[config.mk]
export PLATFORM = sky130hd
export DESIGN_NAME = escaped_frame_receiver_checksum_top
export DESIGN_NICKNAME = d
export VERILOG_FILES = /design/src/design/efr_pkg.sv /design/src/design/escaped_frame_receiver_checksum_top.sv
export VERILOG_INCLUDE_DIRS = /design/src /design/src/design
export SDC_FILE = /design/constraint.sdc
export NUM_CORES = 1
export LEC_CHECK = 0
export BUFFER_PORTS_ARGS = -buffer_cell sky130_fd_sc_hd__buf_2
export CORE_MARGIN = 5
export CORE_UTILIZATION = 30
export DETAILED_ROUTE_END_ITERATION = 10
export PLACE_DENSITY = 0.47
export REMOVE_ABC_BUFFERS = 1
export SETUP_SLACK_MARGIN = 0.3
export SYNTH_ARGS = -nofsm -noshare
export SYNTH_HDL_FRONTEND = slang
export SYNTH_SLANG_ARGS = --single-unit
[constraint.sdc]
create_clock -name clock -period 3.4 [get_ports clock]
set_input_delay 0.68 -clock clock [delete_from_list [all_inputs] [get_ports clock]]
set_output_delay 0.68 -clock clock [all_outputs]
set_load 0.02 [all_outputs]
[src/design/escaped_frame_receiver_checksum_top_macros.svh]
// Assertion macros for the escaped frame receiver.
// Used by escaped_frame_receiver_checksum_top; no other dependencies.
`ifndef ESCAPED_FRAME_RECEIVER_CHECKSUM_TOP_MACROS_SVH
`define ESCAPED_FRAME_RECEIVER_CHECKSUM_TOP_MACROS_SVH

// Condition must hold at every edge outside reset.
`define EFR_ASSERT_ALWAYS(label, clk, rst, cond) \
   label: assert property (@(posedge clk) disable iff (rst) (cond)) \
      else $error("efr assertion failed");

// Antecedent implies consequent in the same cycle.
`define EFR_ASSERT_IMPL(label, clk, rst, ante, cons) \
   label: assert property (@(posedge clk) disable iff (rst) (ante) |-> (cons)) \
      else $error("efr assertion failed");

`endif

[src/design/efr_pkg.sv]
// Package for the escaped frame receiver: byte codes, frame sizes, types.
// No dependencies.
package efr_pkg;

   typedef logic [7:0] byte_type;
   typedef logic [2:0] count_type;

   localparam byte_type  FLAG_BYTE   = 8'h7E;
   localparam byte_type  ESC_BYTE    = 8'h7D;
   localparam byte_type  ESC_XOR     = 8'h20;
   localparam int        PAYLOAD_LEN = 5;
   localparam count_type SUM_POS     = count_type'(PAYLOAD_LEN);

endpackage

[src/design/escaped_frame_receiver_checksum_top.sv]
// Escaped frame receiver: flag hunt, escape removal, 5-byte payload, additive checksum.
// Depends on efr_pkg and escaped_frame_receiver_checksum_top_macros.svh.
//
//   channel | direction | ports                                   | beat
//   req     | in        | req_valid, req_ready, req_rx_byte       | one raw serial byte
//   rsp     | out       | rsp_valid, rsp_ready, rsp_payload_b1..5,| one decoded frame
//           |           | rsp_sum_received, rsp_sum_match         |
//
// One byte per cycle while req_ready is high; a frame result appears in the cycle after its checksum byte.
// Frame state updates on the accepting edge; the result sits in an output register.
// req_ready drops only while a result is held and rsp_ready is low.
// Synchronous reset returns to flag hunting and empties the output register.
`include "escaped_frame_receiver_checksum_top_macros.svh"

module escaped_frame_receiver_checksum_top (
   input  logic              clock,
   input  logic              reset,
   input  logic              req_valid,
   output logic              req_ready,
   input  efr_pkg::byte_type req_rx_byte,
   output logic              rsp_valid,
   input  logic              rsp_ready,
   output efr_pkg::byte_type rsp_payload_b1,
   output efr_pkg::byte_type rsp_payload_b2,
   output efr_pkg::byte_type rsp_payload_b3,
   output efr_pkg::byte_type rsp_payload_b4,
   output efr_pkg::byte_type rsp_payload_b5,
   output efr_pkg::byte_type rsp_sum_received,
   output logic              rsp_sum_match
);
   import efr_pkg::*;

   logic      in_frame_ff, in_frame_in;
   logic      escape_ff, escape_in;
   count_type count_ff, count_in;
   byte_type  sum_ff, sum_in;
   byte_type  store_ff [PAYLOAD_LEN];
   logic      rsp_valid_ff, rsp_valid_in;
   byte_type  rsp_pl_ff [PAYLOAD_LEN];
   byte_type  rsp_sum_ff;
   logic      rsp_match_ff;

   logic     accept;
   byte_type data;
   logic     take;
   logic     store_wr;
   logic     emit;

   assign req_ready = !rsp_valid_ff || rsp_ready;
   assign accept    = req_valid && req_ready;
   assign data      = escape_ff ? (req_rx_byte ^ ESC_XOR) : req_rx_byte;
   assign take      = accept && in_frame_ff && (req_rx_byte != ESC_BYTE);
   assign store_wr  = take && (count_ff < SUM_POS);
   assign emit      = take && (count_ff >= SUM_POS);

   always_comb begin
      in_frame_in = in_frame_ff;
      escape_in   = escape_ff;
      count_in    = count_ff;
      sum_in      = sum_ff;
      if (accept) begin
         if (!in_frame_ff) begin
            if (req_rx_byte == FLAG_BYTE) begin
               in_frame_in = 1'b1;
               escape_in   = 1'b0;
               count_in    = '0;
               sum_in      = '0;
            end
         end else if (req_rx_byte == ESC_BYTE) begin
            escape_in = 1'b1;
         end else if (store_wr) begin
            escape_in = 1'b0;
            count_in  = count_ff + count_type'(1);
            sum_in    = sum_ff + data;
         end else begin
            in_frame_in = 1'b0;
            escape_in   = 1'b0;
            count_in    = '0;
            sum_in      = '0;
         end
      end
      if (emit) begin
         rsp_valid_in = 1'b1;
      end else if (rsp_ready) begin
         rsp_valid_in = 1'b0;
      end else begin
         rsp_valid_in = rsp_valid_ff;
      end
   end

   always_ff @(posedge clock) begin
      if (reset) begin
         in_frame_ff  <= 1'b0;
         escape_ff    <= 1'b0;
         count_ff     <= '0;
         sum_ff       <= '0;
         rsp_valid_ff <= 1'b0;
      end else begin
         in_frame_ff  <= in_frame_in;
         escape_ff    <= escape_in;
         count_ff     <= count_in;
         sum_ff       <= sum_in;
         rsp_valid_ff <= rsp_valid_in;
      end
   end

   always_ff @(posedge clock) begin
      for (int i = 0; i < PAYLOAD_LEN; i++) begin
         if (store_wr && (count_ff == count_type'(i))) begin
            store_ff[i] <= data;
         end
      end
      if (emit) begin
         for (int i = 0; i < PAYLOAD_LEN; i++) begin
            rsp_pl_ff[i] <= store_ff[i];
         end
         rsp_sum_ff   <= data;
         rsp_match_ff <= (sum_ff == data);
      end
   end

   assign rsp_valid        = rsp_valid_ff;
   assign rsp_payload_b1   = rsp_pl_ff[0];
   assign rsp_payload_b2   = rsp_pl_ff[1];
   assign rsp_payload_b3   = rsp_pl_ff[2];
   assign rsp_payload_b4   = rsp_pl_ff[3];
   assign rsp_payload_b5   = rsp_pl_ff[4];
   assign rsp_sum_received = rsp_sum_ff;
   assign rsp_sum_match    = rsp_match_ff;

   // hunting state carries no partial frame
   `EFR_ASSERT_IMPL(a_hunt_clean, clock, reset, !in_frame_ff,
      (count_ff == '0) && !escape_ff && (sum_ff == '0))
   // count never passes the checksum position
   `EFR_ASSERT_ALWAYS(a_count_range, clock, reset, count_ff <= SUM_POS)
   // a result only follows a checksum byte of a full frame
   `EFR_ASSERT_IMPL(a_emit_src, clock, reset, emit,
      in_frame_ff && (count_ff == SUM_POS) && req_ready)
   // a frame end always leaves the receiver hunting
   `EFR_ASSERT_IMPL(a_emit_hunt, clock, reset, $past(emit) && !$past(reset),
      rsp_valid_ff && !in_frame_ff)

endmodule

==> results.md, run 1 <==
* Proportion of layout cells with a drive suffix above 1 at 30.1%
* Number of synthesized flops with an enable pin at 89
* RSZ-0062 raised after global routing: false
* Synth warnings at 0
* CP Max Fanout at 25
* Final ANT Viol Nets at 0
* Net switching power at 0.494 mW
* Status: completed
* Final setup vio count at 0
* Worst clock skew at 0.00948 ns
* Initial Util at 30.7%
* P&R area growth vs syn at 24.6%
* Clock Power Share at 45.8%
* Part of the power in registers at 52.3%
* Initial antenna violation count at 0
* Netlist cell types at 40
* Register bit total from synthesis at 103
* Syn Std Cell Area at 3700 um2
* Worst min-delay path category: reg2reg
* Sw Share at 19.0%
* Routability cong. at 0.704
* Vias in the first global route at 1972
* Syn_area_per_cell at 18.1 um2
* Critical Path End Type: register
* Max rail drop VDD at 0.334 mV
* Async set-reset flop share out of synthesis at 0%
* Comb power frac at 1.9%
* Critical path arrival at 2.33 ns
* Area leader, netlist: edfxtp_1
* DRT Pass-1 Iters at 4
* Sequential fraction of the synthesis area at 79.7%
* Vias after detailed routing at 1971
* Final Hold Violating Endpoints at 0
* Total clock sinks at 103
* Top cells by area, synth: edfxtp_1 72%, dfxtp_1 7.6%, ha_1 4.1%
* Worst hold slack at 0.417 ns
* Postcts setup bufs at 0
* H-tree depth at 3
* Setup_tns at 0 ns
* Routed len/inst at 15.4 um
* Initial DRC Count at 174
* Clock Tree Root: clkbuf_16
* Congestion Overflow GR at 0
* Synth top area share at 72.2%
* First-pass GRT wire length at 11100 um
* Cell Pwr Density at 564 nW/um2
* Worst R2R Start: rsp_valid$_SDFFE_PP0P_
* Synth cell count leaders: 89 x edfxtp_1, 14 x dfxtp_1, 12 x ha_1, 11 x inv_1
* WP data required at 3.45 ns
* CTS buffer count at 9
* CTS tree: yes
* FF-to-FF setup slack at 1.35 ns
* Worst setup path start: req_rx_byte[7]
* CP startpoint kind: input port
* Slew HR at 58.3%
* Worst Hold Depth at 0
* GRT Total Usage at 10.2%
* Register area at 2950 um2
* Hold_buf cts at 0
* Min Tclk post-route at 2.28 ns
* Internal at 2.11 mW
* Final Max Tran Viols at 0
* Clk_lat worst skew at 0.35 ns
* Count leader, synth: edfxtp_1
* Final cell count without fillers at 454
* Ant. Diodes at 0
* Die width at 121 um
* Core area at 12100 um2
* Fmax at 438 MHz
* Critical path class: in2reg
* Tcrit/Tclk final at 67.1%
* Max cap viols at 0
* Slew @ Worst Pin at 0.624 ns
* CTS-repair resized insts at 0
* Longest Clk Path Bufs at 2
* Reg2reg path depth at 6
* Syn Inst Count at 205
* Largest net degree at the start of global routing at 26
* Min-delay src: store_ff[0][6]$_DFFE_PP_
* Final Routed Wirelength at 6990 um
* Die H at 121 um
* NumNets Final at 306
* I/O Buffers at 62
* Area of the multi-input gates at 704 um2
* Register clock-pin slew on the reported worst setup and hold paths at 0.07 ns
* Number of fill cells in the layout at 1129
* Vias per cell at 4.34
* Dpl cells at 438
* Drt drc at 0
* Post-synth top flop: edfxtp_1
* Number of placed I/O pins at 63
* Number of core rows at 40
* Final HPWL from detailed placement at 4840 um
* Die ar. at 14700 um2
* Pleak at 1.66 nW
## kinds of logic after synthesis
kind of cell	synth area share, %
multiplexers	0.270
XOR/XNOR	1.42
buffers and inverters	1.25
AND/OR/NAND/NOR	6.32
flip-flops	79.7
AO/OA/AOI/OAI	6.42
adder cells (fa/ha/maj)	4.59
## sequential cells by signal, indices dropped and copies added (netlist names)
| signal | count |
|---|---|
| rsp_valid | 1 |
| store_ff | 40 |
| sum_ff | 8 |
| rsp_pl_ff | 40 |
| escape_ff | 1 |
| count_ff | 3 |
| rsp_sum_received | 8 |
| in_frame_ff | 1 |
| rsp_sum_match | 1 |
## worst max-delay path, stage by stage
cell and delay (ns):
buf_2 0.21, nand4b_4 0.20, nor4_2 0.06, nand3b_1 0.22
a21o_1 0.20, inv_2 0.46, buf_12 0.26
## per-stage QoR
step                power [mW]  setup slack [ns]  area (um2)  utilization, %
CTS                       2.63              1.10        4610            38.2
global placement          1.44             0.800        4260            35.3
global route              2.69              1.00        4610            38.2
finish                    2.60              1.12        4610            38.2
detailed placement        1.44             0.737        4260            35.3
floorplan                 1.41             0.597        3700               -
## power groups by stage
stage	clock [mW]	sequential [mW]	combinational (mW)
final	1.19	1.36	0.0496
after global routing	1.27	1.36	0.0560
after CTS	1.21	1.36	0.0506
after detailed placement	0	1.39	0.0507
after global placement	0	1.39	0.0494
after floorplan	0	1.39	0.0210
## path summary, 6_finish.rpt
check,endpoint
hold reg to reg,rsp_pl_ff[0][6]$_DFFE_PP_
setup reg to reg,rsp_pl_ff[0][11]$_DFFE_PP_
hold / removal,rsp_pl_ff[0][6]$_DFFE_PP_
setup / recovery,rsp_pl_ff[0][11]$_DFFE_PP_
## placed cells by master (no fill, tap or decap), types with 3 or more instances in the layout
cell / netlist / final
a21oi_1: 4 / 4
nor2_1: 5 / 5
a21o_1: 3 / 3
and2_1: 5 / 5
nand2_1: 6 / 6
clkbuf_16: 0 / 9
xnor2_1: 4 / 4
nor3_1: 3 / 3
dfxtp_1: 14 / 14
bufinv_16: 0 / 3
edfxtp_1: 89 / 89
buf_2: 1 / 62
nand2b_1: 3 / 3
buf_4: 0 / 3
nor4_1: 3 / 3
o21ai_0: 4 / 4
ha_1: 12 / 12
a22o_1: 6 / 6
inv_1: 11 / 10
## layer usage
layer | global-route usage [%] | part of all wire [%] | vias up
met4 | 5.17 | 2.4 | 0
met5 | 0 | 0 | -
met3 | 2.56 | 4.6 | 10
li1 | - | - | 950
met2 | 15.7 | 47 | 45
met1 | 13.2 | 46 | 966
## final cells by class
cell class | instances | share of cell area (%)
clock buffer | 9 | 4.88
clock inverter | 7 | 2.74
inverter | 11 | 0.895
multi-input combinational | 90 | 15.3
sequential | 103 | 64.0
tap | 168 | 4.56
timing repair buffer | 66 | 7.65
No activity file was read; power rests on OpenSTA's default activity.
==> run 2: changes to the inputs <==
Settings changed: PLACE_DENSITY 0.47 to 0.49.
Clock period 3.4 ns to 2 ns, I/O delays scaled along.
==> results.md, run 2 (synthesis gave the netlist of run 1 again) <==
* Min Tclk post-route at 1.83 ns
* Tcrit/Tclk final at 91.5%
* Dpl cells at 459 (was 438)
* Most common cell after layout, fill and taps aside: edfxtp_1 (unchanged)
* Proportion of layout cells with a drive suffix above 1 at 41.3% (was 30.1%)
* Largest registers: rsp_pl_ff (40), store_ff (40) (unchanged)
* Critical path class: reg2reg (was in2reg)
* Final instance area at 4880 um2 (was 4610 um2)
* Routed len/inst at 14.7 um (was 15.4 um)
* Fmax at 547 MHz
* Vias in the first global route at 2053 (was 1972)
* CP Max Fanout at 4 (was 25)
* I/O Buffers at 62 (unchanged)
* H-tree depth at 3 (unchanged)
* Slew HR at 56.0% (was 58.3%)
* Tot Pwr at 4.27 mW (was 2.60 mW)
* Max cap viols at 0 (unchanged)
* Hold_buf cts at 0 (unchanged)
* P&R area growth vs syn at 31.8% (was 24.6%)
* Pleak at 1.78 nW (was 1.66 nW)
* Number of placed I/O pins at 63 (unchanged)
* Setup ws final at 0.171 ns (was 1.12 ns)
* Final cell count without fillers at 480 (was 454)
* WP data required at 2.27 ns (was 3.45 ns)
* Clk_lat worst skew at 0.33 ns (was 0.35 ns)
* Congestion Overflow GR at 0 (unchanged)
* GRT Total Usage at 10.2% (about the same)
* Worst hold slack at 0.348 ns (was 0.417 ns)
* Final HPWL from detailed placement at 4920 um (was 4840 um)
* Slew @ Worst Pin at 0.656 ns (was 0.624 ns)
* Longest Clk Path Bufs at 2 (unchanged)
* Critical Path End Type: register (unchanged)
* NumNets Final at 332 (was 306)
* Vias per cell at 4.26 (was 4.34)
* CTS tree: yes (unchanged)
* Drt drc at 0 (unchanged)
* Die width at 121 um (unchanged)
* Number of fill cells in the layout at 1111 (was 1129)
* Critical path arrival at 2.10 ns (was 2.33 ns)
* Placed instance area at 4420 um2 (was 4260 um2)
* CTS buffer count at 9 (unchanged)
* Final Max Tran Viols at 0 (unchanged)
* Core area at 12100 um2 (unchanged)
* Initial Util at 30.7% (unchanged)
* Die H at 121 um (unchanged)
* Total clock sinks at 103 (unchanged)
* Initial antenna violation count at 0 (unchanged)
* Setup_tns at 0 ns (unchanged)
* Register clock-pin slew on the reported worst setup and hold paths at 0.07 ns (about the same)
* Max rail drop VDD at 0.387 mV (was 0.334 mV)
* Cell Pwr Density at 875 nW/um2 (was 564 nW/um2)
* RSZ-0062 raised after global routing: true (was false)
* Core Util, Final at 40.5% (was 38.2%)
* Number of core rows at 40 (unchanged)
* Largest net degree at the start of global routing at 45 (was 26)
* Final Hold Violating Endpoints at 0 (unchanged)
* Worst clock skew at 0.00684 ns (was 0.00948 ns)
* Initial DRC Count at 147 (was 174)
* Final ANT Viol Nets at 0 (unchanged)
* DRT Pass-1 Iters at 4 (unchanged)
* Ant. Diodes at 0 (unchanged)
* CP startpoint kind: register (was input port)
* Clock Tree Root: clkbuf_16 (unchanged)
* Final setup vio count at 0 (unchanged)
* Die ar. at 14700 um2 (unchanged)
* Final Routed Wirelength at 7070 um (was 6990 um)
* Commonest cells after routing, fill and taps aside: 89 x edfxtp_1, 61 x buf_2, 29 x buf_4 (was 89 x edfxtp_1, 62 x buf_2, 14 x dfxtp_1)
* Vias after detailed routing at 2044 (was 1971)
* Placement Setup Slack at -0.167 ns (was 0.737 ns)
* First-pass GRT wire length at 11300 um (was 11100 um)
* Routability cong. at 0.780 (was 0.704)
* Worst min-delay path category: in2reg (was reg2reg)
* Status: completed (unchanged)
-- run 2: layer usage --
layer / part of all wire, % / vias to the layer above / global-route usage (%)
met5: 0 / - / 0
met4: 1.2 / 0 / 4.53
met3: 4.6 / 6 / 2.80
met2: 50 / 47 / 17.0
met1: 44 / 994 / 12.3
li1: - / 997 / -
-- run 2: cell type report --
cell class	count	area (um2)	area share, %
repair buffers	92	551	11.3
flip-flops and latches	103	2960	60.6
clock inverters	4	77.6	1.59
inverters	11	41.3	0.846
well taps	168	210	4.31
clock buffers	12	236	4.85
multi-input cells	90	806	16.5
-- run 2: what timing repair did --
action | in CTS | in global routing
buffers inserted | 4 | 1
gates resized for setup | 11 | 18
pin swaps | 6 | 7
setup endpoints to repair | 26 | 42
-- run 2: worst paths after layout --
path / from / endpoint / slack (ns) / depth (start not counted)
setup / recovery: escape_ff$_SDFFE_PP0P_ / sum_ff[7]$_SDFFE_PP0P_ / 0.17 / 7
hold / removal: reset / rsp_valid$_SDFFE_PP0P_ / 0.35 / 2
setup reg to reg: escape_ff$_SDFFE_PP0P_ / sum_ff[7]$_SDFFE_PP0P_ / 0.17 / 7
hold reg to reg: store_ff[0][14]$_DFFE_PP_ / rsp_pl_ff[0][14]$_DFFE_PP_ / 0.42 / 0
-- run 2: power breakdown --
group          internal (mW)  leakage, nW  switching (mW)
combinational         0.0569        0.712          0.0667
sequential              2.31        0.916        0.000346
clock                   1.11        0.152           0.725
total                   3.48         1.78           0.792
-- run 2: worst max-delay path, stage by stage, from the launching register on --
cell      delay [ns]
dfxtp_4         0.37
xor2_4          0.17
ha_4            0.23
a21o_1          0.19
a31oi_1         0.19
o221ai_2        0.12
or4_1           0.41
nand3_1         0.09
